**src/rtl/spiking_neuron_population_update_core_macros.svh**
```systemverilog
// ----------------------------------------------------------------------------
// Assertion macros for the neuron population update core
// Immediate-consequence and next-cycle implication checks.
// ----------------------------------------------------------------------------
`ifndef SPIKING_NEURON_POPULATION_UPDATE_CORE_MACROS_SVH
`define SPIKING_NEURON_POPULATION_UPDATE_CORE_MACROS_SVH

// ante implies cons in the same cycle
`define SNPU_ASSERT_NOW(label, clk, rst_n, ante, cons) \
    label: assert property (@(posedge clk) disable iff (!rst_n) (ante) |-> (cons)) \
        else $error("snpu assertion failed");

// ante implies cons in the next cycle
`define SNPU_ASSERT_NEXT(label, clk, rst_n, ante, cons) \
    label: assert property (@(posedge clk) disable iff (!rst_n) (ante) |=> (cons)) \
        else $error("snpu assertion failed");

`endif

```
**src/rtl/snpu_pkg.sv**
```systemverilog
// ----------------------------------------------------------------------------
// snpu_pkg
// Shared constants and types of the neuron population update core.
// ----------------------------------------------------------------------------
package snpu_pkg;

    localparam int NEURON_COUNT_DEF = 1024;
    localparam int QUEUE_DEPTH      = 4;

    localparam int IDX_W   = 10;
    localparam int PARAM_W = 24;
    localparam int VAL_W   = 32;
    localparam int THR_W   = 23;
    localparam int CFG_IDX_W = 2;

    localparam logic [CFG_IDX_W-1:0] REG_REST   = 2'd0;
    localparam logic [CFG_IDX_W-1:0] REG_THRESH = 2'd1;

    localparam logic ACT_LOAD = 1'b0;
    localparam logic ACT_STEP = 1'b1;

    localparam logic [PARAM_W-1:0] REST_RESET   = 24'hBF0000;   // -65.0
    localparam logic [THR_W-1:0]   THRESH_RESET = 23'h1E0000;   // 30.0

    localparam logic [15:0]       COEF_SQ   = 16'd41943;       // 0.04 in Q0.20
    localparam logic signed [39:0] CONST_140 = 40'sd9175040;

    typedef struct packed {
        logic               action;
        logic [IDX_W-1:0]   neuron;
        logic [PARAM_W-1:0] rate_a;
        logic [PARAM_W-1:0] sensitivity_b;
        logic [PARAM_W-1:0] reset_c;
        logic [PARAM_W-1:0] jump_d;
        logic [VAL_W-1:0]   input_current;
        logic [VAL_W-1:0]   load_u;
    } item_t;

    typedef struct packed {
        logic hazard_stall;
        logic issue;
    } back_status_t;

endpackage

```
**src/rtl/snpu_queue.sv**
```systemverilog
// ----------------------------------------------------------------------------
// snpu_queue
// Small FIFO between the front and back parts.
// ----------------------------------------------------------------------------
module snpu_queue #(
    parameter int WIDTH = 8,
    parameter int DEPTH = snpu_pkg::QUEUE_DEPTH
) (
    input  logic             clk,
    input  logic             rst_n,
    input  logic             push,
    input  logic [WIDTH-1:0] push_data,
    output logic             full,
    input  logic             pop,
    output logic [WIDTH-1:0] pop_data,
    output logic             not_empty
);

    localparam int PW = (DEPTH > 1) ? $clog2(DEPTH) : 1;
    localparam int CW = $clog2(DEPTH + 1);

    logic [WIDTH-1:0] slot_reg [0:DEPTH-1];
    logic [PW-1:0]    wr_ptr_reg, wr_ptr_next;
    logic [PW-1:0]    rd_ptr_reg, rd_ptr_next;
    logic [CW-1:0]    count_reg, count_next;

    assign full      = (count_reg == CW'(DEPTH));
    assign not_empty = (count_reg != '0);
    assign pop_data  = slot_reg[rd_ptr_reg];

    always_comb
    begin
        wr_ptr_next = wr_ptr_reg;
        rd_ptr_next = rd_ptr_reg;
        count_next  = count_reg;
        if (push)
        begin
            wr_ptr_next = (wr_ptr_reg == PW'(DEPTH - 1)) ? '0 : wr_ptr_reg + 1'b1;
        end
        if (pop)
        begin
            rd_ptr_next = (rd_ptr_reg == PW'(DEPTH - 1)) ? '0 : rd_ptr_reg + 1'b1;
        end
        if (push && !pop)
        begin
            count_next = count_reg + 1'b1;
        end
        else if (pop && !push)
        begin
            count_next = count_reg - 1'b1;
        end
    end

    always_ff @(posedge clk or negedge rst_n)
    begin
        if (!rst_n)
        begin
            wr_ptr_reg <= '0;
            rd_ptr_reg <= '0;
            count_reg  <= '0;
        end
        else
        begin
            wr_ptr_reg <= wr_ptr_next;
            rd_ptr_reg <= rd_ptr_next;
            count_reg  <= count_next;
        end
    end

    always_ff @(posedge clk)
    begin
        if (push)
        begin
            slot_reg[wr_ptr_reg] <= push_data;
        end
    end

endmodule

```
**config.mk**
```make
export PLATFORM = sky130hd
export DESIGN_NAME = snpu_queue
export DESIGN_NICKNAME = d
export VERILOG_FILES = /design/src/rtl/spiking_neuron_population_update_core_macros.svh /design/src/rtl/snpu_pkg.sv /design/src/rtl/snpu_queue.sv
export SDC_FILE = /design/constraint.sdc
export NUM_CORES = 1
export LEC_CHECK = 0
export CAP_MARGIN = 15
export CORE_ASPECT_RATIO = 0.7
export CORE_MARGIN = 2
export CORE_UTILIZATION = 40
export CTS_CLUSTER_DIAMETER = 80
export CTS_CLUSTER_SIZE = 40
export DETAILED_ROUTE_END_ITERATION = 10
export DONT_BUFFER_PORTS = 1
export PLACE_DENSITY = 0.62
export SLEW_MARGIN = 0
export SYNTH_ARGS = -nofsm -noshare
export SYNTH_HDL_FRONTEND = slang
export SYNTH_SLANG_ARGS = --single-unit
export TNS_END_PERCENT = 30
```
**constraint.sdc**
```tcl
create_clock -name clk -period 1.7 [get_ports clk]
set_clock_uncertainty 0.05 [all_clocks]
set_input_delay 0.34 -clock clk [delete_from_list [all_inputs] [get_ports clk]]
set_output_delay 0.34 -clock clk [all_outputs]
set_load 0.02 [all_outputs]
```
==> metrics.txt <==
Yosys top cell area share 61.1%; initial antenna violation count 0; Hold Path Cell Cnt 1; fin cells around 140; maximum vdd drop a little over 0.001 V; crit path cell chain buf_12 -> mux4_2; Inserted Clock Buffers 5; IO Pins 22; Worst R2R Setup Slack around 0.22 ns; final setup margin -0.120 ns; status finished, violations left; critical path depth 2; first-pass GRT wire length roughly 4 mm; worst slew pin tran around 0.47 ns; area grow syn2layout 13.8%; detailed-route via count between 700 and 800; Die Wd between 70 and 80 um; final core occ between 40% and 50%; Worst Setup End Kind output port; fillcell total 342; I/O Buffers 0; Tmin final 1.82 ns; # nets final between 100 and 150; CTS Root Cell clkbuf_8; total wire length roughly 2.5 mm; diode count 0; vias in the first global route between 800 and 900; Fin Hold WS 0.0958 ns; die height around 56 um; Max Fclk about 550 MHz; CTS sink cnt 39; Post-Route Setup TNS -0.882 ns; overall routing resource usage roughly an eighth; dpl hpwl around 1.7 mm; H-tree Lvls 2; GRT met3 Usage a little under 6%; Final setup viols 8; register area share after synthesis between 70% and 80%; RSZ-0062 raised after global routing true; clock latency on the worst-skew pair between 0.2 and 0.3 ns; Power, Total 3050 uW; synth top area cells edfxtp_1, mux4_2, dfrtp_1, ha_1, mux2_2; hold endpoint wr_ptr_reg[1]; layout cell share with drive strength beyond 1 between 20% and 30%; die area 4450 sq um; slowest stage delay, CP ~0.59 ns; worst path buffer plus inverter count 1; Unique masters post-synth 18; CP arrival 1.43 ns; Synth Instances just under 80; # resized after CTS 0; P per Cell Area approximately 1700 nW/um^2; Worst R2R Start wr_ptr_reg[0]; initial core utilization 40.8%; Min-Delay Startpoint push; GR Util met1 15.3%; synthesized area per cell 19.9 sq um; Post-synth EDFFs 32; largest net degree at the start of global routing 13; Critical-path top delay cell mux4_2; Routed Antenna Nets 0; crit-path max FO 8; Core ar. roughly 3900 sq um; leak pwr around 0.00064 uW; Slew Viols, Final 0; Worst-path clk slew 0.07 ns; GRT overflow 0; Async S/R FF share, synth between 10% and 20%; met2 track demand over resource between 20% and 30%; Synth Flop Type edfxtp_1; 1st-iter DRT viols 71; CTS tree yes; critical path launch point type flop; WP data required 1.31 ns; Net Count, Synth 98; Core Rows 19; reg2reg end slot_reg[2][5]; slew margin rel. roughly 68%; cell family with most CP delay multiplexers; vias per cell around 5; max FFs per register 32; Cells after DPL roughly 130; clk buf depth 2; DRC viols 0; worst setup path category reg2out; failing checks setup timing; R2R depth 3; Placer Congestion around 0.63; Top Usage Layer GRT met2; Synth Cell Area ~1600 sq um; DR WL/cell around 17 um; post-synthesis register bit count 39; Synth Warn # 0; final critical-path share of the clock period 107%; path type of the worst min-delay path in2reg; Synth area leader edfxtp_1; final hold viol count 0; Initial DRT Pass Iterations 4; Max-cap violations 0
## power by group
group / internal, uW / switching (uW)
sequential: 1260 / 151
combinational: 430 / 486
clock: 429 / 299
total: 2120 / 936
## worst max path at each step
stage	start	end	slack, ns
after floorplan	rd_ptr_reg[0]	pop_data[0]	0.23
after global placement	rd_ptr_reg[0]	pop_data[6]	0.15
after detailed placement	pop	count_reg[2]	0.14
after CTS	rd_ptr_reg[0]	pop_data[2]	-0.13
after global routing	rd_ptr_reg[0]	pop_data[2]	-0.16
final	rd_ptr_reg[0]	pop_data[6]	-0.12
## layout by cell type (no fill, tap or decap)
| cell | n |
|---|---|
| and2_1 | 4 |
| buf_12 | 1 |
| buf_4 | 4 |
| bufinv_16 | 1 |
| clkbuf_8 | 5 |
| clkinv_1 | 1 |
| clkinv_2 | 1 |
| dfrtp_1 | 7 |
| dlygate4sd3_1 | 1 |
| edfxtp_1 | 32 |
| fa_1 | 1 |
| ha_1 | 6 |
| inv_1 | 5 |
| mux2_2 | 3 |
| mux4_2 | 8 |
| nand2_1 | 1 |
| nand3_1 | 1 |
| nor2_1 | 2 |
| nor3b_1 | 1 |
| o21ai_0 | 2 |
| or3_1 | 1 |
| xnor2_1 | 1 |
| xor2_1 | 2 |
## layout make-up
type / count / area [sq um] / area share (%)
Multi-Input combinational cell: 33 / 400 / 22.4
Clock buffer: 5 / 68.8 / 3.85
Timing Repair Buffer: 6 / 60.1 / 3.36
Tap cell: 52 / 65.1 / 3.64
Inverter: 5 / 18.8 / 1.05
Clock inverter: 3 / 38.8 / 2.17
Sequential cell: 39 / 1140 / 63.5
## routing by layer
metal,wire length [um],part of all wire (%)
met5,0,0
met2,1250,51
met1,996,40
met3,178,7.2
met4,51,2.1
## through the flow
stage | instance area, sq um | setup slack (ns)
after floorplan | 1570 | 0.232
after global placement | 1660 | 0.150
after detailed placement | 1660 | 0.140
after CTS | 1790 | -0.128
after global routing | 1790 | -0.164
final | 1790 | -0.120
## repair_timing
action                     in CTS  in global routing
hold buffers                    1                  0
setup endpoints to repair       8                  8
hold endpoints to repair        7                  0
buffers inserted                1                  0
pin swaps                       0                  0
## logic make-up after synthesis
kind of cell / after synthesis / share of synthesized area (%)
XOR/XNOR: 3 / 1.67
flip-flops: 39 / 72.3
multiplexers: 11 / 13.6
buffers and inverters: 7 / 2.23
AO/OA/AOI/OAI: 2 / 0.637
adder cells (fa/ha/maj): 7 / 6.05
AND/OR/NAND/NOR: 10 / 3.50
## synthesized netlist by cell type, drive strengths merged, types with 2 or more instances
cell,number
edfxtp,32
mux4,8
dfrtp,7
ha,6
inv,5
and2,4
mux2,3
buf,2
nor2,2
o21ai,2
xor2,2
No activity file was read; power rests on OpenSTA's default activity.
