==> config.mk <==
export PLATFORM = sky130hd
export DESIGN_NAME = snpu_front_flat
export DESIGN_NICKNAME = d
export VERILOG_FILES = /design/src/rtl/spiking_neuron_population_update_core_macros.svh /design/src/rtl/snpu_pkg.sv /design/src/rtl/snpu_if.sv /design/src/rtl/snpu_front.sv /design/src/flat_wrapper.sv
export SDC_FILE = /design/constraint.sdc
export NUM_CORES = 2
export LEC_CHECK = 0
export BUFFER_PORTS_ARGS = -buffer_cell sky130_fd_sc_hd__buf_2
export CAP_MARGIN = 20
export CORE_UTILIZATION = 42
export DETAILED_ROUTE_END_ITERATION = 12
export MAX_ROUTING_LAYER = met4
export SLEW_MARGIN = 10
export SYNTH_ARGS = -nofsm -noshare
export SYNTH_HDL_FRONTEND = slang
export SYNTH_SLANG_ARGS = --single-unit
export TNS_END_PERCENT = 30
==> constraint.sdc <==
create_clock -name clk -period 7.44 [get_ports clk]
set_input_delay 1.488 -clock clk [delete_from_list [all_inputs] [get_ports clk]]
set_output_delay 1.488 -clock clk [all_outputs]
set_load 0.03 [all_outputs]
==> src/rtl/spiking_neuron_population_update_core_macros.svh <==
// ----------------------------------------------------------------------------
// Assertion macros for the neuron population update core
// Immediate-consequence and next-cycle implication checks.
// ----------------------------------------------------------------------------
`ifndef SPIKING_NEURON_POPULATION_UPDATE_CORE_MACROS_SVH
`define SPIKING_NEURON_POPULATION_UPDATE_CORE_MACROS_SVH

// ante implies cons in the same cycle
`define SNPU_ASSERT_NOW(label, clk, rst_n, ante, cons) \
    label: assert property (@(posedge clk) disable iff (!rst_n) (ante) |-> (cons)) \
        else $error("snpu assertion failed");

// ante implies cons in the next cycle
`define SNPU_ASSERT_NEXT(label, clk, rst_n, ante, cons) \
    label: assert property (@(posedge clk) disable iff (!rst_n) (ante) |=> (cons)) \
        else $error("snpu assertion failed");

`endif

==> src/rtl/snpu_pkg.sv <==
// ----------------------------------------------------------------------------
// snpu_pkg
// Shared constants and types of the neuron population update core.
// ----------------------------------------------------------------------------
package snpu_pkg;

    localparam int NEURON_COUNT_DEF = 1024;
    localparam int QUEUE_DEPTH      = 4;

    localparam int IDX_W   = 10;
    localparam int PARAM_W = 24;
    localparam int VAL_W   = 32;
    localparam int THR_W   = 23;
    localparam int CFG_IDX_W = 2;

    localparam logic [CFG_IDX_W-1:0] REG_REST   = 2'd0;
    localparam logic [CFG_IDX_W-1:0] REG_THRESH = 2'd1;

    localparam logic ACT_LOAD = 1'b0;
    localparam logic ACT_STEP = 1'b1;

    localparam logic [PARAM_W-1:0] REST_RESET   = 24'hBF0000;   // -65.0
    localparam logic [THR_W-1:0]   THRESH_RESET = 23'h1E0000;   // 30.0

    localparam logic [15:0]       COEF_SQ   = 16'd41943;       // 0.04 in Q0.20
    localparam logic signed [39:0] CONST_140 = 40'sd9175040;

    typedef struct packed {
        logic               action;
        logic [IDX_W-1:0]   neuron;
        logic [PARAM_W-1:0] rate_a;
        logic [PARAM_W-1:0] sensitivity_b;
        logic [PARAM_W-1:0] reset_c;
        logic [PARAM_W-1:0] jump_d;
        logic [VAL_W-1:0]   input_current;
        logic [VAL_W-1:0]   load_u;
    } item_t;

    typedef struct packed {
        logic hazard_stall;
        logic issue;
    } back_status_t;

endpackage

==> src/rtl/snpu_if.sv <==
// ----------------------------------------------------------------------------
// snpu channel interfaces
// Input item, result item and configuration write channels.
// ----------------------------------------------------------------------------
interface snpu_in_if;
    logic               valid;
    logic               ready;
    logic               action;
    logic [9:0]         neuron;
    logic signed [23:0] rate_a;
    logic signed [23:0] sensitivity_b;
    logic signed [23:0] reset_c;
    logic signed [23:0] jump_d;
    logic signed [31:0] input_current;

    modport source (output valid, action, neuron, rate_a, sensitivity_b, reset_c,
                    jump_d, input_current, input ready);
    modport sink   (input valid, action, neuron, rate_a, sensitivity_b, reset_c,
                    jump_d, input_current, output ready);
endinterface


==> src/rtl/snpu_front.sv <==
// ----------------------------------------------------------------------------
// snpu_front
// Accepts items, maps the neuron to a memory address, precomputes load recovery.
// ----------------------------------------------------------------------------
module snpu_front #(
    parameter int NEURON_COUNT = snpu_pkg::NEURON_COUNT_DEF,
    parameter int AW = (NEURON_COUNT > 1) ? $clog2(NEURON_COUNT) : 1
) (
    input  logic                 clk,
    input  logic                 rst_n,
    snpu_in_if.sink              item,
    input  logic [23:0]          rest_potential,
    output logic                 push,
    output snpu_pkg::item_t      push_item,
    output logic [AW-1:0]        push_addr,
    input  logic                 full
);

    logic            valid_reg, valid_next;
    snpu_pkg::item_t item_reg;
    logic [AW-1:0]   addr_reg;
    logic [AW-1:0]   addr_calc;
    logic            accept;
    logic signed [47:0] bu;

    assign item.ready = !valid_reg || !full;
    assign accept     = item.valid && item.ready;
    assign push       = valid_reg && !full;
    assign push_item  = item_reg;
    assign push_addr  = addr_reg;

    // b * rest, floor shift by 16 always fits 32 bits
    assign bu = item.sensitivity_b * $signed(rest_potential);

    generate
        if (NEURON_COUNT >= 1024)
        begin : g_direct
            assign addr_calc = AW'(item.neuron);
        end
        else
        begin : g_mod
            // modulo through a reciprocal, exact for 10-bit indexes
            localparam int RECIP = ((1 << 21) + NEURON_COUNT - 1) / NEURON_COUNT;
            logic [31:0] prod;
            logic [9:0]  quot;
            logic [19:0] qn;
            logic [9:0]  rem;
            assign prod = {22'd0, item.neuron} * 32'(RECIP);
            assign quot = prod[30:21];
            assign qn   = {10'd0, quot} * 20'(NEURON_COUNT);
            assign rem  = item.neuron - qn[9:0];
            assign addr_calc = AW'(rem);
        end
    endgenerate

    always_comb
    begin
        valid_next = valid_reg;
        if (accept)
        begin
            valid_next = 1'b1;
        end
        else if (push)
        begin
            valid_next = 1'b0;
        end
    end

    always_ff @(posedge clk or negedge rst_n)
    begin
        if (!rst_n)
        begin
            valid_reg <= 1'b0;
        end
        else
        begin
            valid_reg <= valid_next;
        end
    end

    always_ff @(posedge clk)
    begin
        if (accept)
        begin
            item_reg.action        <= item.action;
            item_reg.neuron        <= item.neuron;
            item_reg.rate_a        <= item.rate_a;
            item_reg.sensitivity_b <= item.sensitivity_b;
            item_reg.reset_c       <= item.reset_c;
            item_reg.jump_d        <= item.jump_d;
            item_reg.input_current <= item.input_current;
            item_reg.load_u        <= bu[47:16];
            addr_reg               <= addr_calc;
        end
    end

endmodule

==> src/flat_wrapper.sv <==
// flat-port wrapper written by rule: the top's interface ports become plain ports
module snpu_front_flat 
#(
    parameter int NEURON_COUNT = snpu_pkg::NEURON_COUNT_DEF,
    parameter int AW = (NEURON_COUNT > 1) ? $clog2(NEURON_COUNT) : 1
)
  (clk, rst_n, rest_potential, push, push_item, push_addr, full, item_valid, item_action, item_neuron, item_rate_a, item_sensitivity_b, item_reset_c, item_jump_d, item_input_current, item_ready);
  snpu_in_if item_i ();
  input  logic clk;
  input  logic rst_n;
  input  logic [23:0] rest_potential;
  output logic push;
  output snpu_pkg::item_t push_item;
  output logic [AW-1:0] push_addr;
  input  logic full;
  input wire logic [$bits(item_i.valid)-1:0] item_valid;
  input wire logic [$bits(item_i.action)-1:0] item_action;
  input wire logic [$bits(item_i.neuron)-1:0] item_neuron;
  input wire logic [$bits(item_i.rate_a)-1:0] item_rate_a;
  input wire logic [$bits(item_i.sensitivity_b)-1:0] item_sensitivity_b;
  input wire logic [$bits(item_i.reset_c)-1:0] item_reset_c;
  input wire logic [$bits(item_i.jump_d)-1:0] item_jump_d;
  input wire logic [$bits(item_i.input_current)-1:0] item_input_current;
  output wire logic [$bits(item_i.ready)-1:0] item_ready;
  assign item_i.valid = item_valid;
  assign item_i.action = item_action;
  assign item_i.neuron = item_neuron;
  assign item_i.rate_a = item_rate_a;
  assign item_i.sensitivity_b = item_sensitivity_b;
  assign item_i.reset_c = item_reset_c;
  assign item_i.jump_d = item_jump_d;
  assign item_i.input_current = item_input_current;
  assign item_ready = item_i.ready;
  snpu_front #(.NEURON_COUNT(NEURON_COUNT), .AW(AW)) u_core (.clk(clk), .rst_n(rst_n), .item(item_i), .rest_potential(rest_potential), .push(push), .push_item(push_item), .push_addr(push_addr), .full(full));
endmodule
==> qor.csv <==
metric,value,unit
io_buffers,349,
htreeDepth,4,
start_util,42.7,%
antennaDiodeCount,0,
area_growth,24.3,%
synth_area_leaders,"fa_1, edfxtp_1, inv_1",
synthArstFlopShare,0.581,%
end_kind,register,
drc,0,
dpl.hpwl,62900,microns
dpl-instance-area,30400,sq um
clock_path_buffers,2,
first_iter_violations,945,
fin_setup_tns,-0.284,ns
vias,18288,
crit_required,7.75,ns
yosysTopAreaCell,fa_1,
syn_nets,3298,
layout-drive-gt1-share,27.7,%
grt_overflow_total,0,
slew_viol_final,0,
synth_cells,2395,
startpoint,rest_potential[2],
skew,0.0307,ns
timing.final.hold_violations,0,
syn_avg_cell_area,10.8,sq um
critPathKind,primary input to register,
via_per_inst,4.88,
timing.rr.start,u_core.valid_reg,
fp.coreArea,60600,sq um
cts_tree,yes,
synth_top_area_share,46.9,%
fmax,133,MHz
tightest_slew,0.924,ns
die_area,62600,sq um
cp.arrival,7.84,ns
outcome,"finished, violations left",
ys_types,58,
wirelength,73700,microns
synth_seq_area_share,19.9,%
pin_count,350,
firstDrtPassIters,5,
synth_area,25900,sq um
grt_pass1_vias,20731,
num_rows,90,
fin_crit_sh,101,%
maxCapViolations,0,
synth_flop_cell,edfxtp_1,
ant_nets,0,
synth_edf_count,171,
grt_max_degree,115,
cp-start-kind,primary input,
setup_viol,5,
fin_area,32200,sq um
antenna_found_initial,2,
clock_latency,0.49,ns
die_h,250,microns
clk_pin_slew,0.09,ns
wl_per_cell,19.7,microns
grt_usage,25.4,%
synth_warnings,0,
cts_sinks,172,
routabilityCongestion,0.925,
maxSlewHeadroom,38.4,%
period_needed,7.53,ns
violations,setup timing,
rsz0062_at_grt,yes,
holdWs,0.541,ns
cts_root_buf,clkbuf_16,
dieWidth,250,microns
fin_nets,3856,
cts_made_buffers,17,
worstHoldStart,u_core.valid_reg,
ys_ff_latch,172,
hp-class,register to register,
largest_reg_flops,171,
grt_pass1_wl,115000,microns
critical_path_peak_fanout,7,
setup_slack,-0.0933,ns
-- Yosys cell counts (5+ instances only) --
cell and n:
ha_1 130, edfxtp_1 171, nand3_1 6, o21ai_0 12
nand2b_1 9, a21o_1 8, xor2_1 11, and2_1 268
inv_1 595, a21oi_1 26, clkbuf_1 94, nor3_1 5
xnor2_1 31, fa_1 606, a211oi_1 8, buf_4 10
nor2_1 35, nand4_1 6, a211o_1 5, nand2_1 301
-- critical path, stage by stage --
cell	delay, ns
buf_8	0.11
buf_6	0.12
buf_4	0.12
and2_1	0.15
fa_1	0.47
inv_1	0.07
fa_1	0.50
fa_1	0.50
inv_1	0.05
fa_1	0.51
fa_1	0.44
fa_1	0.49
inv_1	0.05
fa_1	0.47
inv_1	0.04
ha_1	0.29
buf_4	0.16
a211o_1	0.33
a21oi_4	0.22
a211oi_4	0.12
buf_12	0.15
o211ai_4	0.20
buf_12	0.15
a31oi_4	0.13
or2_1	0.24
o311ai_1	0.25
-- layer usage --
metal / global-route usage, % / routed length (microns)
met1: 30.0 / 29400
met5: - / 0
met4: 8.80 / 2440
met3: 6.09 / 5160
met2: 42.3 / 36700
-- cell type report --
class / instances / area, sq um
clock buffer: 17 / 425
clock inverter: 15 / 211
inverter: 596 / 2240
fill: 5390 / 28400
sequential: 172 / 5160
timing repair buffer: 647 / 4500
multi-input combinational: 1519 / 18700
tap: 782 / 978
-- kinds of logic after synthesis --
| group | after synthesis | share of synthesized area, % |
|---|---|---|
| fa+ha+maj | 736 | 53.1 |
| compound gates | 90 | 2.52 |
| mux | 1 | 0.0387 |
| flops | 172 | 19.9 |
| buf+inv | 704 | 10.4 |
| simple gates | 650 | 12.6 |
| xor+xnor | 42 | 1.42 |
-- final timing paths --
path	to	slack (ns)	cells past startpoint
worst max-delay path	u_core.push_item[24]	-0.09	26
worst min-delay path	u_core.valid_reg	0.54	2
worst max register to register	u_core.push_item[90]	5.19	3
worst min register to register	u_core.valid_reg	0.54	2
max in group asynchronous	u_core.valid_reg	6.57	1
min in group asynchronous	u_core.valid_reg	0.78	1
-- placed cells by master, fill, tap and decap left out, types with 8 or more instances in the layout --
cell type	netlist	final
a21oi_1	26	21
and2_1	268	251
and2_4	0	17
buf_12	0	17
buf_2	0	312
buf_4	10	268
buf_6	1	42
clkbuf_16	0	19
edfxtp_1	171	171
fa_1	606	575
fa_2	0	31
ha_1	130	115
ha_4	0	13
inv_1	595	572
inv_2	0	20
nand2_1	301	295
nand2b_1	9	8
nor2_1	35	33
xnor2_1	31	31
xor2_1	11	11
-- what timing repair did --
| action | CTS | global route |
|---|---|---|
| buffers inserted | 8 | 19 |
| hold buffers | 0 | 0 |
| resized for setup | 119 | 111 |
| cloned | 0 | 2 |
| pin swaps | 50 | 93 |
| endpoints found under the hold margin | 0 | 0 |
| setup endpoints to repair | 19 | 23 |
-- stage by stage --
step                      instances  setup WS [ns]  utilization, %
after CTS                      3729        -0.0656            52.1
after floorplan                2395        -0.0487               -
after global routing           3748         -0.242            53.1
final                          3748        -0.0933            53.1
after detailed placement       3689          -1.24            50.2
after global placement         3689          -1.21            50.2
Power is not shown: default switching activity piles up to over one toggle a cycle in this logic, so the estimate is an artifact.
